--- config.mk ---
export PLATFORM = sky130hd
export DESIGN_NAME = joystick_ptz_command_translator_top
export DESIGN_NICKNAME = d
export VERILOG_FILES = /design/src/rtl/core/jptz_pkg.sv /design/src/rtl/core/jptz_front.sv /design/src/rtl/core/jptz_fifo.sv /design/src/rtl/core/jptz_back.sv /design/src/rtl/core/joystick_ptz_command_translator_top.sv
export SDC_FILE = /design/constraint.sdc
export NUM_CORES = 1
export LEC_CHECK = 0
export BUFFER_PORTS_ARGS = -buffer_cell sky130_fd_sc_hd__buf_2
export CAP_MARGIN = 0
export CORE_UTILIZATION = 60
export DETAILED_ROUTE_END_ITERATION = 6
export GPL_TIMING_DRIVEN = 1
export PLACE_DENSITY = 0.87
export SLEW_MARGIN = 10
export SYNTH_ARGS = -nofsm -noshare
export SYNTH_HDL_FRONTEND = slang
export SYNTH_HIERARCHICAL = 1
export SYNTH_SLANG_ARGS = --single-unit
--- constraint.sdc ---
create_clock -name i_clk -period 8.4 [get_ports i_clk]
set_clock_uncertainty 0.1 [all_clocks]
set_input_delay 0.84 -clock i_clk [delete_from_list [all_inputs] [get_ports i_clk]]
set_output_delay 0.84 -clock i_clk [all_outputs]
set_load 0.02 [all_outputs]
--- src/rtl/core/jptz_pkg.sv ---
// Shared types, codes and constants of the joystick to PTZ command translator.
`default_nettype none
package jptz_pkg;

    localparam int AXIS_W        = 16;
    localparam int HAT_W         = 4;
    localparam int BUTTON_W      = 12;
    localparam int SPEED_W       = 15;
    localparam int DIR_W         = 4;
    localparam int ZOOM_W        = 2;
    localparam int PRESET_W      = 8;
    localparam int KIND_W        = 2;
    localparam int CMD_SLOTS     = 4;
    localparam int IN_DATA_W     = 64;
    localparam int OUT_DATA_W    = 32;
    localparam int DEF_BUTTON_COUNT = 12;
    localparam int DEF_QUEUE_DEPTH  = 4;

    localparam logic [KIND_W-1:0] KIND_ROTATE = 2'd0;
    localparam logic [KIND_W-1:0] KIND_ZOOM   = 2'd1;
    localparam logic [KIND_W-1:0] KIND_STOP   = 2'd2;
    localparam logic [KIND_W-1:0] KIND_RECALL = 2'd3;

    localparam logic [DIR_W-1:0] DIR_STOP       = 4'd0;
    localparam logic [DIR_W-1:0] DIR_UP         = 4'd1;
    localparam logic [DIR_W-1:0] DIR_DOWN       = 4'd2;
    localparam logic [DIR_W-1:0] DIR_LEFT       = 4'd3;
    localparam logic [DIR_W-1:0] DIR_RIGHT      = 4'd4;
    localparam logic [DIR_W-1:0] DIR_UP_LEFT    = 4'd5;
    localparam logic [DIR_W-1:0] DIR_UP_RIGHT   = 4'd6;
    localparam logic [DIR_W-1:0] DIR_DOWN_LEFT  = 4'd7;
    localparam logic [DIR_W-1:0] DIR_DOWN_RIGHT = 4'd8;

    localparam logic [ZOOM_W-1:0] ZOOM_STOP = 2'd0;
    localparam logic [ZOOM_W-1:0] ZOOM_TELE = 2'd1;
    localparam logic [ZOOM_W-1:0] ZOOM_WIDE = 2'd2;

    // Bits of the pending command mask, in emission order.
    localparam int SLOT_ROTATE = 0;
    localparam int SLOT_ZOOM   = 1;
    localparam int SLOT_STOP   = 2;
    localparam int SLOT_RECALL = 3;

    typedef struct packed {
        logic [CMD_SLOTS-1:0] mask;
        logic [DIR_W-1:0]     dir;
        logic [SPEED_W-1:0]   speed;
        logic [ZOOM_W-1:0]    zoom;
        logic [PRESET_W-1:0]  preset;
    } t_cmd_set;

endpackage
`default_nettype wire

--- src/rtl/core/jptz_front.sv ---
// Front end: takes joystick polls, compares with the previous poll and builds command sets.
`default_nettype none
module jptz_front
    import jptz_pkg::*;
#(
    parameter int BUTTON_COUNT = DEF_BUTTON_COUNT
) (
    input  wire logic                  i_clk,
    input  wire logic                  i_rst_n,
    input  wire logic                  i_cfg_wr_en,
    input  wire logic [PRESET_W-1:0]   i_cfg_wr_data,
    input  wire logic                  i_valid,
    output      logic                  o_ready,
    input  wire logic [IN_DATA_W-1:0]  i_data,
    input  wire logic                  i_q_full,
    output      logic                  o_push,
    output      t_cmd_set              o_set
);

    localparam int WATCHED = (BUTTON_COUNT < BUTTON_W) ? BUTTON_COUNT : BUTTON_W;

    logic [PRESET_W-1:0] r_home_preset;
    logic [AXIS_W-1:0]   r_prev_pan;
    logic [AXIS_W-1:0]   r_prev_tilt;
    logic [SPEED_W-1:0]  r_prev_speed;
    logic [HAT_W-1:0]    r_prev_hat;
    logic [WATCHED-1:0]  r_prev_buttons;

    logic [AXIS_W-1:0]   pan;
    logic [AXIS_W-1:0]   tilt;
    logic [AXIS_W-1:0]   thr;
    logic [HAT_W-1:0]    hat;
    logic [WATCHED-1:0]  buttons;
    logic [WATCHED-1:0]  rising;
    logic [SPEED_W-1:0]  speed;
    logic                accept;
    logic                recall_hit;
    logic [3:0]          recall_idx;
    logic [1:0]          pan_sign;
    logic [1:0]          tilt_sign;

    assign pan     = i_data[AXIS_W-1:0];
    assign tilt    = i_data[2*AXIS_W-1:AXIS_W];
    assign thr     = i_data[3*AXIS_W-1:2*AXIS_W];
    assign hat     = i_data[3*AXIS_W+HAT_W-1:3*AXIS_W];
    assign buttons = i_data[3*AXIS_W+HAT_W+WATCHED-1:3*AXIS_W+HAT_W];
    assign rising  = buttons & ~r_prev_buttons;

    // The speed is (32767 - throttle) >> 1, which is the inverted offset-binary value shifted.
    assign speed = {thr[AXIS_W-1], ~thr[AXIS_W-2:1]};

    assign o_ready = !i_q_full;
    assign accept  = i_valid && o_ready;

    // Sign codes: bit 1 is negative, bit 0 is positive.
    assign pan_sign  = {pan[AXIS_W-1], (pan != '0) && !pan[AXIS_W-1]};
    assign tilt_sign = {tilt[AXIS_W-1], (tilt != '0) && !tilt[AXIS_W-1]};

    always_comb begin
        recall_hit = 1'b0;
        recall_idx = '0;
        for (int k = WATCHED - 1; k >= 1; k--) begin
            if (rising[k]) begin
                recall_hit = 1'b1;
                recall_idx = 4'(k);
            end
        end
    end

    always_comb begin
        o_set = '0;
        o_set.mask[SLOT_ROTATE] = (pan != r_prev_pan) || (tilt != r_prev_tilt) ||
                                  (speed != r_prev_speed);
        o_set.mask[SLOT_ZOOM]   = (hat != r_prev_hat);
        o_set.mask[SLOT_STOP]   = rising[0];
        o_set.mask[SLOT_RECALL] = recall_hit;
        o_set.speed = speed;
        if (pan_sign[1]) begin
            o_set.dir = tilt_sign[1] ? DIR_DOWN_LEFT : (tilt_sign[0] ? DIR_UP_LEFT : DIR_LEFT);
        end else if (pan_sign[0]) begin
            o_set.dir = tilt_sign[1] ? DIR_DOWN_RIGHT :
                        (tilt_sign[0] ? DIR_UP_RIGHT : DIR_RIGHT);
        end else begin
            o_set.dir = tilt_sign[1] ? DIR_DOWN : (tilt_sign[0] ? DIR_UP : DIR_STOP);
        end
        if (hat[0]) begin
            o_set.zoom = ZOOM_TELE;
        end else if (hat[2]) begin
            o_set.zoom = ZOOM_WIDE;
        end else begin
            o_set.zoom = ZOOM_STOP;
        end
        if (recall_idx == 4'd1) begin
            o_set.preset = r_home_preset;
        end else begin
            o_set.preset = PRESET_W'(recall_idx - 4'd2);
        end
    end

    assign o_push = accept && (o_set.mask != '0);

    always_ff @(posedge i_clk) begin
        if (!i_rst_n) begin
            r_home_preset  <= '0;
            r_prev_pan     <= '0;
            r_prev_tilt    <= '0;
            r_prev_speed   <= '0;
            r_prev_hat     <= '0;
            r_prev_buttons <= '0;
        end else begin
            if (i_cfg_wr_en) begin
                r_home_preset <= i_cfg_wr_data;
            end
            if (accept) begin
                r_prev_pan     <= pan;
                r_prev_tilt    <= tilt;
                r_prev_speed   <= speed;
                r_prev_hat     <= hat;
                r_prev_buttons <= buttons;
            end
        end
    end

endmodule
`default_nettype wire

--- src/rtl/core/jptz_fifo.sv ---
// Short register queue of command sets between the front and back ends.
`default_nettype none
module jptz_fifo
    import jptz_pkg::*;
#(
    parameter int DEPTH = DEF_QUEUE_DEPTH
) (
    input  wire logic     i_clk,
    input  wire logic     i_rst_n,
    input  wire logic     i_push,
    input  wire t_cmd_set i_set,
    input  wire logic     i_pop,
    output      t_cmd_set o_set,
    output      logic     o_full,
    output      logic     o_empty
);

    localparam int PTR_W = (DEPTH > 1) ? $clog2(DEPTH) : 1;

    t_cmd_set         r_mem [DEPTH];
    logic [PTR_W:0]   r_wr_ptr;
    logic [PTR_W:0]   r_rd_ptr;

    assign o_empty = (r_wr_ptr == r_rd_ptr);
    assign o_full  = (r_wr_ptr[PTR_W-1:0] == r_rd_ptr[PTR_W-1:0]) &&
                     (r_wr_ptr[PTR_W] != r_rd_ptr[PTR_W]);
    assign o_set   = r_mem[r_rd_ptr[PTR_W-1:0]];

    always_ff @(posedge i_clk) begin
        if (i_push) begin
            r_mem[r_wr_ptr[PTR_W-1:0]] <= i_set;
        end
    end

    always_ff @(posedge i_clk) begin
        if (!i_rst_n) begin
            r_wr_ptr <= '0;
            r_rd_ptr <= '0;
        end else begin
            if (i_push) begin
                r_wr_ptr <= r_wr_ptr + 1'b1;
            end
            if (i_pop) begin
                r_rd_ptr <= r_rd_ptr + 1'b1;
            end
        end
    end

endmodule
`default_nettype wire

--- src/rtl/core/jptz_back.sv ---
// Back end: serializes each command set into single commands on a registered output.
`default_nettype none
module jptz_back
    import jptz_pkg::*;
(
    input  wire logic                   i_clk,
    input  wire logic                   i_rst_n,
    input  wire t_cmd_set               i_set,
    input  wire logic                   i_q_empty,
    output      logic                   o_pop,
    output      logic                   o_valid,
    input  wire logic                   i_ready,
    output      logic [OUT_DATA_W-1:0]  o_data,
    output      logic [KIND_W-1:0]      o_user,
    output      logic                   o_last
);

    t_cmd_set              r_rec;
    logic [CMD_SLOTS-1:0]  r_pend;
    logic                  r_ov;
    logic [KIND_W-1:0]     r_kind;
    logic [DIR_W-1:0]      r_dir;
    logic [SPEED_W-1:0]    r_speed;
    logic [ZOOM_W-1:0]     r_zoom;
    logic [PRESET_W-1:0]   r_preset;
    logic                  r_last;

    logic                  can_adv;
    logic                  emit;
    logic [CMD_SLOTS-1:0]  low_bit;
    logic [CMD_SLOTS-1:0]  pend_left;
    logic                  n_ov;
    logic [KIND_W-1:0]     n_kind;
    logic [DIR_W-1:0]      n_dir;
    logic [SPEED_W-1:0]    n_speed;
    logic [ZOOM_W-1:0]     n_zoom;
    logic [PRESET_W-1:0]   n_preset;

    assign can_adv   = !r_ov || i_ready;
    assign emit      = can_adv && (r_pend != '0);
    assign low_bit   = r_pend & (~r_pend + 1'b1);
    assign pend_left = emit ? (r_pend & ~low_bit) : r_pend;
    assign o_pop     = (pend_left == '0) && !i_q_empty;

    always_comb begin
        n_kind   = KIND_ROTATE;
        n_dir    = '0;
        n_speed  = '0;
        n_zoom   = '0;
        n_preset = '0;
        if (low_bit[SLOT_ROTATE]) begin
            n_kind  = KIND_ROTATE;
            n_dir   = r_rec.dir;
            n_speed = r_rec.speed;
        end else if (low_bit[SLOT_ZOOM]) begin
            n_kind = KIND_ZOOM;
            n_zoom = r_rec.zoom;
        end else if (low_bit[SLOT_STOP]) begin
            n_kind = KIND_STOP;
        end else begin
            n_kind   = KIND_RECALL;
            n_preset = r_rec.preset;
        end
        n_ov = emit ? 1'b1 : (can_adv ? 1'b0 : r_ov);
    end

    always_ff @(posedge i_clk) begin
        if (!i_rst_n) begin
            r_pend <= '0;
            r_ov   <= 1'b0;
        end else begin
            r_ov   <= n_ov;
            r_pend <= o_pop ? i_set.mask : pend_left;
        end
    end

    always_ff @(posedge i_clk) begin
        if (o_pop) begin
            r_rec <= i_set;
        end
        if (emit) begin
            r_kind   <= n_kind;
            r_dir    <= n_dir;
            r_speed  <= n_speed;
            r_zoom   <= n_zoom;
            r_preset <= n_preset;
            r_last   <= (pend_left == '0);
        end
    end

    assign o_valid = r_ov;
    assign o_user  = r_kind;
    assign o_last  = r_last;
    assign o_data  = {{(OUT_DATA_W - DIR_W - SPEED_W - ZOOM_W - PRESET_W){1'b0}},
                      r_preset, r_zoom, r_speed, r_dir};

endmodule
`default_nettype wire

--- src/rtl/core/joystick_ptz_command_translator_top.sv ---
// Top level of the joystick to PTZ command translator.
//
//   Channel  Direction  Ports                          Content
//   s        in         i_s_tvalid/o_s_tready/i_s_tdata  one joystick poll
//   m        out        o_m_tvalid/i_m_tready/o_m_*    one camera command
//   cfg      in         i_cfg_wr_en/i_cfg_wr_data      default preset register
//
// A poll is accepted in any cycle in which the command queue has room; the
// front end compares it with the previous poll in that same cycle.
// The back end sends one command per cycle while the output is ready, one for
// each command a poll causes; a poll causing none sends nothing to the output.
// Synchronous active-low reset clears the previous poll, the register and the queue.
// A stalled output holds its command while polls keep filling the queue.
`default_nettype none
module joystick_ptz_command_translator_top
    import jptz_pkg::*;
#(
    parameter int BUTTON_COUNT = DEF_BUTTON_COUNT,
    parameter int QUEUE_DEPTH  = DEF_QUEUE_DEPTH
) (
    input  wire logic                   i_clk,
    input  wire logic                   i_rst_n,
    input  wire logic                   i_cfg_wr_en,
    input  wire logic [PRESET_W-1:0]    i_cfg_wr_data,
    input  wire logic                   i_s_tvalid,
    output      logic                   o_s_tready,
    // pan_axis, tilt_axis, throttle_axis, hat_bits, button_bits
    input  wire logic [IN_DATA_W-1:0]   i_s_tdata,
    output      logic                   o_m_tvalid,
    input  wire logic                   i_m_tready,
    // rotate_direction, rotate_speed, zoom_direction, preset_number, zero pad
    output      logic [OUT_DATA_W-1:0]  o_m_tdata,
    // command_kind
    output      logic [KIND_W-1:0]      o_m_tuser,
    output      logic                   o_m_tlast
);

    t_cmd_set front_set;
    t_cmd_set head_set;
    logic     push;
    logic     pop;
    logic     q_full;
    logic     q_empty;

    jptz_front #(
        .BUTTON_COUNT(BUTTON_COUNT)
    ) u_front (
        .i_clk         (i_clk),
        .i_rst_n       (i_rst_n),
        .i_cfg_wr_en   (i_cfg_wr_en),
        .i_cfg_wr_data (i_cfg_wr_data),
        .i_valid       (i_s_tvalid),
        .o_ready       (o_s_tready),
        .i_data        (i_s_tdata),
        .i_q_full      (q_full),
        .o_push        (push),
        .o_set         (front_set)
    );

    jptz_fifo #(
        .DEPTH(QUEUE_DEPTH)
    ) u_fifo (
        .i_clk   (i_clk),
        .i_rst_n (i_rst_n),
        .i_push  (push),
        .i_set   (front_set),
        .i_pop   (pop),
        .o_set   (head_set),
        .o_full  (q_full),
        .o_empty (q_empty)
    );

    jptz_back u_back (
        .i_clk     (i_clk),
        .i_rst_n   (i_rst_n),
        .i_set     (head_set),
        .i_q_empty (q_empty),
        .o_pop     (pop),
        .o_valid   (o_m_tvalid),
        .i_ready   (i_m_tready),
        .o_data    (o_m_tdata),
        .o_user    (o_m_tuser),
        .o_last    (o_m_tlast)
    );

endmodule
`default_nettype wire
==> results.yml, run 1 <==
outcome:
  status: "finished, violations left"
  violations: "DRC"
synthesis:
  syn_inst: 784
  synth_enable_flop_cells: 193
  synthTopCellsByArea: "sky130_fd_sc_hd__edfxtp_1, sky130_fd_sc_hd__dfxtp_1, sky130_fd_sc_hd__mux4_2"
  ys.flop_type: "sky130_fd_sc_hd__edfxtp_1"
  yosysWarningCount: 6
  yosysUniqueCellTypes: 56
  synth_top_area_share_pct: 51.63
  synthArstFlopShare_pct: 0
  postSynthRegisterBits: 277
  post_syn_area_per_cell_um2: 14.32
  synthDominantAreaCellType: "sky130_fd_sc_hd__edfxtp_1"
  yosysSeqAreaShare_pct: 66.61
  synthesis.area_um2: 11220
floorplan:
  horizontal_extent_of_the_die_um: 138.8
  start_util_pct: 61.85
  core_um2: 18150
  dieArea_um2: 19260
  die_h_um: 138.8
  floorplan.io_pins: 114
  rows: 49
clocking:
  clock_tree.htree_level_count: 1
  postCtsSetupRepairBufs: 0
  cts_hold_buf: 0
  numCtsBuffers: 27
  worst_skew_pair.late_latency_ps: 540
  cts_root_buf: "sky130_fd_sc_hd__clkbuf_16"
  cts-root-to-sink-buffers: 3
  cts_tree: "done"
  clk_pin_slew_ps: 60
  cts_sinks: 277
  postCtsResizedCells: 0
finish:
  antenna_cells_inserted: 0
  layoutNonFillerInstCount: 1141
  nFillCells: 1176
  syn_to_final_growth_pct: 13.50
  fin_area_um2: 12740
  fin_nets: 973
  drive_gt1_share_pct: 23.03
grt:
  antenna_found_initial: 1
  grt_overflow: 0
  number_of_global_route_vias_before_repair: 6230
  grt_start_max_net_pins: 81
  grt_pass1_wl_um: 32140
  globalRouteTotalUtil_pct: 21.44
sta:
  slew_headroom_pct: 43.19
  post_route_setup_tns_ps: 0
  finalHoldViolations: 0
  layout_worst_path_cycle_share_pct: 39.55
  fin_hold_ws_ps: 359.9
  setup_viol_count_final: 0
  worst_slew_pin_slew_ps: 852.2
  rsz0062_at_grt: "false"
  final_max_slew_viol_count: 0
  period_needed_ps: 3322
  timing.fmax_ghz: 0.3010
power:
  worst_ir_drop_vdd_v: 0.0001840
  pwr_density_cell_nw_per_um2: 303.9
  power_leakage_nw: 4.774
min_path:
  timing.hold.worst_path_depth: 2
  hp-start: "u_front/r_prev_buttons[10]"
  hold_path_class: "reg2reg"
  worstHoldEndpoint: "u_front/r_prev_buttons[10]"
drt:
  drt_antenna_net_count: 0
  firstDrtPassIters: 7
  finalWirelength_um: 20400
  initialDrtViolationCount: 424
  vias: 6347
  route.detailed.drc: 6
  viasPerCell: 5.563
  route.detailed.wl_per_inst_um: 17.88
place:
  dpl_cell_area_um2: 11860
  place.detailed.instances: 1091
  dp_hpwl_um: 12760
  routabilityCongestion: 0.7682
  io_buffer_count: 109
critical_path:
  timing.reg2reg.worst_path_depth: 7
  critPathLaunchType: "primary input"
  timing.rr.end: "u_fifo/r_mem[3][7]"
  crit_type: "in2reg"
  worst-endpoint-required_ps: 8560
  worst-path-max-fanout: 17
  internal_reg_to_reg_setup_slack_ps: 5160
  crit_arrival_ps: 3480
  worst_r2r_startpoint: "u_front/r_prev_tilt[1]"
  worstSetupEndpointType: "flip-flop"
flow_run:
  max_cap_viol_count: 0
-- placed cells by master (no fill, tap or decap), types with 4 or more instances in the layout --
cell type and instances:
sky130_fd_sc_hd__ha_1 5, sky130_fd_sc_hd__buf_2 109, sky130_fd_sc_hd__nor3_1 4, sky130_fd_sc_hd__clkbuf_16 28
sky130_fd_sc_hd__o211a_1 14, sky130_fd_sc_hd__dfxtp_1 82, sky130_fd_sc_hd__nor2b_1 19, sky130_fd_sc_hd__o21a_1 5
sky130_fd_sc_hd__nor4_1 10, sky130_fd_sc_hd__and2_1 31, sky130_fd_sc_hd__mux4_2 30, sky130_fd_sc_hd__o21ai_0 6
sky130_fd_sc_hd__xor2_1 16, sky130_fd_sc_hd__nand2_1 121, sky130_fd_sc_hd__a21boi_0 50, sky130_fd_sc_hd__edfxtp_1 193
sky130_fd_sc_hd__nand4_1 13, sky130_fd_sc_hd__clkinv_2 10, sky130_fd_sc_hd__inv_1 24, sky130_fd_sc_hd__buf_4 10
sky130_fd_sc_hd__mux2i_1 11, sky130_fd_sc_hd__nor2_1 12, sky130_fd_sc_hd__xnor2_1 40, sky130_fd_sc_hd__a21oi_1 7
-- synthesized netlist by cell type (4+ instances only) --
master,n
sky130_fd_sc_hd__o21ai_0,6
sky130_fd_sc_hd__nor2b_1,20
sky130_fd_sc_hd__mux2i_1,11
sky130_fd_sc_hd__edfxtp_1,193
sky130_fd_sc_hd__inv_1,24
sky130_fd_sc_hd__clkbuf_1,24
sky130_fd_sc_hd__dfxtp_1,84
sky130_fd_sc_hd__o211a_1,14
sky130_fd_sc_hd__a21boi_0,50
sky130_fd_sc_hd__nand4_1,13
sky130_fd_sc_hd__o21a_1,5
sky130_fd_sc_hd__xnor2_1,40
sky130_fd_sc_hd__and2_1,31
sky130_fd_sc_hd__nor3_1,4
sky130_fd_sc_hd__nand2_1,121
sky130_fd_sc_hd__a21oi_1,7
sky130_fd_sc_hd__nor4_1,10
sky130_fd_sc_hd__buf_4,6
sky130_fd_sc_hd__nor2_1,14
sky130_fd_sc_hd__xor2_1,16
sky130_fd_sc_hd__mux4_2,30
sky130_fd_sc_hd__ha_1,5
-- final cells by class --
class	instances	area (um^2)	area share, %
clock inverter	17	137.6	1.080
tap	229	286.5	2.249
clock buffer	33	739.5	5.804
inverter	24	90.09	0.7071
timing repair buffer	119	620.6	4.871
sequential	277	7480	58.71
multi-input combinational	442	3386	26.58
-- worst max-delay path by stage --
stage | start | endpoint
2_1_floorplan | i_m_tready | flip-flop
4_1_cts | i_s_tdata[17] | u_fifo/r_mem[3][7]
3_5_place_dp | i_s_tdata[17] | u_fifo/r_mem[3][0]
6_report | i_s_tdata[17] | u_fifo/r_mem[3][7]
3_3_place_gp | i_s_tdata[17] | u_fifo/r_mem[3][2]
5_1_grt | i_s_tdata[1] | u_fifo/r_mem[3][7]
-- critical path, stage by stage --
cell	delay (ps)
sky130_fd_sc_hd__buf_2	120
sky130_fd_sc_hd__xnor2_1	190
sky130_fd_sc_hd__nand4_1	140
sky130_fd_sc_hd__nor4_1	460
sky130_fd_sc_hd__nand3_1	260
sky130_fd_sc_hd__o41a_1	580
sky130_fd_sc_hd__and2_1	490
sky130_fd_sc_hd__buf_4	370
-- where the power goes --
group	total [mW]	internal, mW	switching, mW
registers	1.91	1.80	0.108
logic	0.784	0.311	0.473
clock network	1.18	0.687	0.491
-- cell families (layout without fill, tap and decap cells) --
family	Yosys count	after routing	share of synthesized area (%)
compound gates	99	99	6.811
xor+xnor	56	56	4.370
fa+ha+maj	6	6	0.6577
buf+inv	67	193	3.400
flops	277	277	66.61
mux	44	44	7.703
other cells	1	3	0.03341
simple gates	234	234	10.41
-- state kept, by name, summed over array words and instances, names as in the netlist, 2 cells and up, named ones only --
register	count
u_fifo/r_wr_ptr	3
u_back/r_pend	4
u_front/r_prev_pan	16
u_fifo/r_mem	132
u_back/r_zoom	2
u_back/r_dir	4
u_back/r_preset	8
u_back/r_rec	29
u_back/r_speed	15
u_front/r_prev_buttons	12
u_back/o_user	2
u_front/r_home_preset	8
u_front/r_prev_hat	4
u_front/r_prev_tilt	16
u_front/r_prev_speed	15
u_fifo/r_rd_ptr	3
-- stage by stage --
step | power (mW) | util (%) | setup WS, ps
after global routing | 4.034 | 70.20 | 4994
final | 3.871 | 70.20 | 5078
after CTS | 3.903 | 70.20 | 5118
after detailed placement | 2.721 | 65.37 | 4582
after floorplan | 2.521 | - | 4769
after global placement | 2.687 | 65.37 | 4598
-- per-layer routing --
layer | vias to the layer above | global-route usage (%) | part of all wire [%]
li1 | 3056 | - | -
met1 | 3034 | 28.96 | 43
met2 | 217 | 35.30 | 48
met3 | 40 | 3.833 | 6.3
met4 | 0 | 7.602 | 2.5
met5 | - | 0 | 0
No activity file was read; power rests on OpenSTA's default activity.
==> run 2: changes to the inputs <==
--- a/config.mk
+++ b/config.mk
@@ -7,10 +7,10 @@
 export LEC_CHECK = 0
 export BUFFER_PORTS_ARGS = -buffer_cell sky130_fd_sc_hd__buf_2
 export CAP_MARGIN = 0
-export CORE_UTILIZATION = 60
+export CORE_UTILIZATION = 59
 export DETAILED_ROUTE_END_ITERATION = 6
 export GPL_TIMING_DRIVEN = 1
-export PLACE_DENSITY = 0.87
+export PLACE_DENSITY = 0.86
 export SLEW_MARGIN = 10
 export SYNTH_ARGS = -nofsm -noshare
 export SYNTH_HDL_FRONTEND = slang
==> constraint.sdc (replaced) <==
create_clock -name i_clk -period 3.3 [get_ports i_clk]
set_clock_uncertainty 0.1 [all_clocks]
set_input_delay 0.33 -clock i_clk [delete_from_list [all_inputs] [get_ports i_clk]]
set_output_delay 0.33 -clock i_clk [all_outputs]
set_load 0.02 [all_outputs]
==> run 2 against run 1 <==
The flow now finishes without violations. Wire length rose by 8.6%. Clock power up 150%. Sequential power rose to 2.5 times the previous value. Non-clock buffer count is 60 higher. Critical endpoint is now u_fifo/r_mem[2][4]. Largest power group unchanged. Highest routed layer unchanged.
==> results.yml, run 2 (same netlist as run 1, synthesis figures left out) <==
finish:
  drive_gt1_share_pct: 21.63
  layout_common_cells: "sky130_fd_sc_hd__edfxtp_1, sky130_fd_sc_hd__nand2_1, sky130_fd_sc_hd__buf_2, sky130_fd_sc_hd__dfxtp_1, sky130_fd_sc_hd__dlygate4sd3_1"
  largest_reg_flops: 132
  final_common_cell: "sky130_fd_sc_hd__edfxtp_1"
  nFillCells: 1154
  fin_nets: 1033
  fin_area_um2: 13340
  multi_input_area_um2: 3386
  syn_to_final_growth_pct: 18.84
  layout.area.seq_um2: 7478
critical_path:
  worst_r2r_startpoint: "u_front/r_prev_pan[1]"
  worst-endpoint-required_ps: 3470
  crit_type: "in2reg"
  worst-path-max-fanout: 10
  critPathLaunchType: "primary input"
  timing.reg2reg.worst_path_depth: 7
  crit_arrival_ps: 3370
  internal_reg_to_reg_setup_slack_ps: 240
  timing.rr.end: "u_fifo/r_mem[2][4]"
  worstSetupEndpointType: "flip-flop"
drt:
  drt_antenna_net_count: 0
  detailroute.wirelength.met3_um: 1262
  m1WireLength_um: 9400
  firstDrtPassIters: 5
  finalWirelength_um: 22150
  route.detailed.drc: 0
  viasPerCell: 5.546
  initialDrtViolationCount: 459
  route.detailed.wl_per_inst_um: 18.37
  wl_met2_um: 11040
  top_layer_used: "met4"
  vias: 6689
power:
  pwr_density_cell_nw_per_um2: 740.5
  pwr-share-comb_pct: 21.1
  worst_ir_drop_vdd_v: 0.0004479
  power_leakage_nw: 5.009
  share_seq_of_total_power_pct: 49.3
  power.share.clock_pct: 29.6
  internal_power_mw: 7.154
  switchingPower_mw: 2.724
  switching_share_pct: 27.58
sta:
  slew_headroom_pct: 43.06
  timing.fmax_ghz: 0.3120
  finalHoldViolations: 0
  worst_slew_pin_slew_ps: 852.9
  setup_viol_count_final: 0
  layout_worst_path_cycle_share_pct: 97.14
  period_needed_ps: 3206
  rsz0062_at_grt: "false"
  fin_hold_ws_ps: 16.82
  post_route_setup_tns_ps: 0
  final_max_slew_viol_count: 0
place:
  io_buffer_count: 109
  routabilityCongestion: 0.7720
  dp_hpwl_um: 13200
  dpl_cell_area_um2: 11960
floorplan:
  dieArea_um2: 19580
  start_util_pct: 60.01
  rows: 50
  horizontal_extent_of_the_die_um: 139.9
  core_um2: 18710
  floorplan.io_pins: 114
  die_h_um: 139.9
min_path:
  hp-start: "i_s_tdata[39]"
  hold_path_class: "in2reg"
  worstHoldEndpoint: "u_front/r_prev_speed[6]"
  timing.hold.worst_path_depth: 3
grt:
  antenna_found_initial: 1
  grt_start_max_net_pins: 78
  grt_pass1_wl_um: 34890
  number_of_global_route_vias_before_repair: 6686
  grt_overflow: 0
  globalRouteTotalUtil_pct: 23.20
outcome:
  status: "finished, final reports clean"
clocking:
  numCtsBuffers: 27
  postCtsResizedCells: 0
  cts_sinks: 277
  clock_tree.htree_level_count: 1
  cts_tree: "done"
  cts-root-to-sink-buffers: 3
  worst_skew_pair.late_latency_ps: 530
  postCtsSetupRepairBufs: 0
  clk_pin_slew_ps: 60
  cts_root_buf: "sky130_fd_sc_hd__clkbuf_16"
flow_run:
  max_cap_viol_count: 0
[run 2: per-stage QoR]
| stage | setup WS, ps | cells | power, mW | util (%) |
|---|---|---|---|---|
| 2_1_floorplan | 6.470 | 786 | 6.416 | - |
| 3_3_place_gp | 266.7 | 1103 | 6.889 | 63.93 |
| 3_5_place_dp | 260.1 | 1103 | 6.971 | 63.93 |
| 4_1_cts | 238.4 | 1205 | 9.942 | 71.30 |
| 5_1_grt | 81.77 | 1206 | 10.31 | 71.31 |
| 6_report | 94.50 | 1206 | 9.878 | 71.31 |
[run 2: critical path, stage by stage]
cell	delay (ps)
sky130_fd_sc_hd__dlygate4sd3_1	550
sky130_fd_sc_hd__buf_2	150
sky130_fd_sc_hd__xnor2_1	170
sky130_fd_sc_hd__nand4_1	150
sky130_fd_sc_hd__nor4_1	470
sky130_fd_sc_hd__nand3_1	290
sky130_fd_sc_hd__o41a_1	580
sky130_fd_sc_hd__and2_1	390
sky130_fd_sc_hd__buf_4	290
[run 2: timing repair]
| action | CTS | global route |
|---|---|---|
| hold buffers | 53 | 0 |
| endpoints found under the setup margin | 0 | 0 |
| endpoints found under the hold margin | 59 | 0 |
[run 2: how the worst max path moves through the flow]
stage,from,endpoint,cells past startpoint
after CTS,i_s_tdata[25],u_fifo/r_mem[2][8],9
after detailed placement,i_s_tdata[17],u_fifo/r_mem[2][5],8
after global routing,i_s_tdata[1],u_fifo/r_mem[2][4],9
after global placement,i_s_tdata[17],u_fifo/r_mem[2][5],8
final,i_s_tdata[1],u_fifo/r_mem[2][4],9
after floorplan,u_fifo/r_wr_ptr[0],u_fifo/r_mem[3][0],9
[run 2: layer usage]
layer	track usage, %	vias to the layer above
met1	30.49	3238
met3	3.556	39
met4	7.808	0
met2	39.76	245
met5	0	-
li1	-	3167
[run 2: cell type report]
type | instances | area share, %
diodes | 1 | 0.01876
clock buffers | 41 | 5.797
clock inverters | 8 | 0.5628
inverters | 24 | 0.6754
multi-input cells | 442 | 25.38
flip-flops and latches | 277 | 56.06
well taps | 234 | 2.195
repair buffers | 179 | 9.305
[run 2: power groups by stage]
stage / sequential [mW] / combinational (mW) / clock [mW]
3_3_place_gp: 4.92 / 1.97 / 0
5_1_grt: 4.94 / 2.26 / 3.11
4_1_cts: 4.88 / 2.10 / 2.97
6_report: 4.87 / 2.09 / 2.93
2_1_floorplan: 5.10 / 1.32 / 0
3_5_place_dp: 4.94 / 2.03 / 0
==> run 3: changes to the inputs <==
--- a/config.mk
+++ b/config.mk
@@ -7,10 +7,10 @@
 export LEC_CHECK = 0
 export BUFFER_PORTS_ARGS = -buffer_cell sky130_fd_sc_hd__buf_2
 export CAP_MARGIN = 0
-export CORE_UTILIZATION = 59
+export CORE_UTILIZATION = 62
 export DETAILED_ROUTE_END_ITERATION = 6
 export GPL_TIMING_DRIVEN = 1
-export PLACE_DENSITY = 0.86
+export PLACE_DENSITY = 0.89
 export SLEW_MARGIN = 10
 export SYNTH_ARGS = -nofsm -noshare
 export SYNTH_HDL_FRONTEND = slang
==> constraint.sdc (replaced) <==
create_clock -name i_clk -period 3.8 [get_ports i_clk]
set_clock_uncertainty 0.1 [all_clocks]
set_input_delay 0.38 -clock i_clk [delete_from_list [all_inputs] [get_ports i_clk]]
set_output_delay 0.38 -clock i_clk [all_outputs]
set_load 0.02 [all_outputs]
==> run 3 against run 2 <==
Sequential cell count is the same. Sequential share of layout area grew 3.0 points. Die area shrank 4.8%. Core utilization grew 1.2 points. Wire length shrank 6.0%. Worst hold slack gained 19 ps. Register-to-register slack gained 630 ps. Combinational power shrank 18%. Sequential power shrank 13%. Total power shrank 16%. Largest cell class unchanged. Highest routed layer unchanged.
==> results.yml, run 3 (same netlist as run 1, synthesis figures left out) <==
grt:
  grt_util_met1_pct: 31.91
  antenna_found_initial: 0
  number_of_global_route_vias_before_repair: 6262
  grt_overflow: 0
  met3_resource_use_gr_pct: 3.778
  globalRouteTotalUtil_pct: 23.09
  use_met2_pct: 37.28
  top_usage_layer: "met2"
  grt_pass1_wl_um: 32570
  grt_start_max_net_pins: 78
finish:
  fin_nets: 978
  drive_gt1_share_pct: 22.16
  syn_to_final_growth_pct: 12.86
  fin_area_um2: 12670
  layout_common_cells: "sky130_fd_sc_hd__edfxtp_1, sky130_fd_sc_hd__nand2_1, sky130_fd_sc_hd__buf_2, sky130_fd_sc_hd__dfxtp_1, sky130_fd_sc_hd__a21boi_0"
  largest_reg_flops: 132
  antenna_cells_inserted: 0
  final_common_cell: "sky130_fd_sc_hd__edfxtp_1"
drt:
  route.detailed.wl_per_inst_um: 18.26
  vias: 6548
  viasPerCell: 5.739
  drt_antenna_net_count: 0
  initialDrtViolationCount: 361
  route.detailed.drc: 0
  firstDrtPassIters: 5
  finalWirelength_um: 20830
critical_path:
  critPathLaunchType: "flip-flop"
  worst-path-max-fanout: 33
  crit_arrival_ps: 3040
  worstSetupEndpointType: "flip-flop"
  crit_type: "reg2reg"
  worst-endpoint-required_ps: 3910
floorplan:
  rows: 48
  dieArea_um2: 18650
  core_um2: 17480
  die_h_um: 136.6
  horizontal_extent_of_the_die_um: 136.6
  floorplan.io_pins: 114
  start_util_pct: 64.23
power:
  pwr_density_cell_nw_per_um2: 655.1
  power_leakage_nw: 4.739
  p_total_mw: 8.298
  worst_ir_drop_vdd_v: 0.0004624
clocking:
  worst_skew_pair.late_latency_ps: 520
  clk_pin_slew_ps: 60
  numCtsBuffers: 27
  postCtsResizedCells: 0
  clock_tree.htree_level_count: 1
  cts_hold_buf: 0
  cts_sinks: 277
  cts_root_buf: "sky130_fd_sc_hd__clkbuf_16"
  cts_tree: "done"
  cts-root-to-sink-buffers: 3
  postCtsSetupRepairBufs: 0
sta:
  finalHoldViolations: 0
  layout_worst_path_cycle_share_pct: 76.99
  final_max_slew_viol_count: 0
  slew_headroom_pct: 38.60
  setup_viol_count_final: 0
  period_needed_ps: 2926
  rsz0062_at_grt: "false"
  worst_slew_pin_slew_ps: 921.0
  timing.fmax_ghz: 0.3418
  fin_hold_ws_ps: 35.42
  post_route_setup_tns_ps: 0
outcome:
  status: "finished, final reports clean"
place:
  dpl_cell_area_um2: 11900
  io_buffer_count: 109
  dp_hpwl_um: 12780
  routabilityCongestion: 0.7484
flow_run:
  max_cap_viol_count: 0
min_path:
  hold_path_class: "in2reg"
-- run 3: path summary, 6_finish.rpt --
check	start	endpoint	slack [ps]	cells after the start
worst max-delay path	u_front/r_prev_tilt[1]	u_fifo/r_mem[3][16]	870	7
worst min-delay path	i_s_tdata[60]	u_front/r_prev_buttons[8]	40	3
worst max register to register	u_front/r_prev_tilt[1]	u_fifo/r_mem[3][16]	870	7
worst min register to register	u_front/r_prev_buttons[8]	u_front/r_prev_buttons[8]	360	2
-- run 3: per-layer routing --
layer	vias up	routed length, um
met5	-	0
met4	0	529
met3	50	1637
met2	303	10060
met1	3143	8606
li1	3052	-
-- run 3: layout make-up --
| cell class | count | area, um^2 |
|---|---|---|
| flip-flops and latches | 277 | 7480 |
| fillers | 1093 | 4808 |
| clock buffers | 37 | 723.2 |
| multi-input cells | 442 | 3386 |
| repair buffers | 124 | 658.1 |
| well taps | 225 | 281.5 |
| inverters | 24 | 90.09 |
| clock inverters | 12 | 50.05 |
-- run 3: critical path, cell delays in order, from the launching register on --
cell and delay [ps]:
sky130_fd_sc_hd__dfxtp_1 320, sky130_fd_sc_hd__xnor2_1 240, sky130_fd_sc_hd__nand4_1 150, sky130_fd_sc_hd__nor4_1 440, sky130_fd_sc_hd__nand3_1 270, sky130_fd_sc_hd__o41a_1 590
sky130_fd_sc_hd__and2_1 220, sky130_fd_sc_hd__buf_4 290
-- run 3: metrics by stage --
step | setup slack [ps] | utilization, % | instances
2_1_floorplan | 506.5 | - | 786
4_1_cts | 905.8 | 72.49 | 1141
5_1_grt | 809.4 | 72.49 | 1141
6_report | 874.4 | 72.49 | 1141
3_5_place_dp | 802.6 | 68.06 | 1092
3_3_place_gp | 836.4 | 68.06 | 1092
-- run 3: power by group --
group / switching, mW / internal, mW
registers: 0.265 / 3.98
logic: 1.01 / 0.707
clock network: 1.02 / 1.32
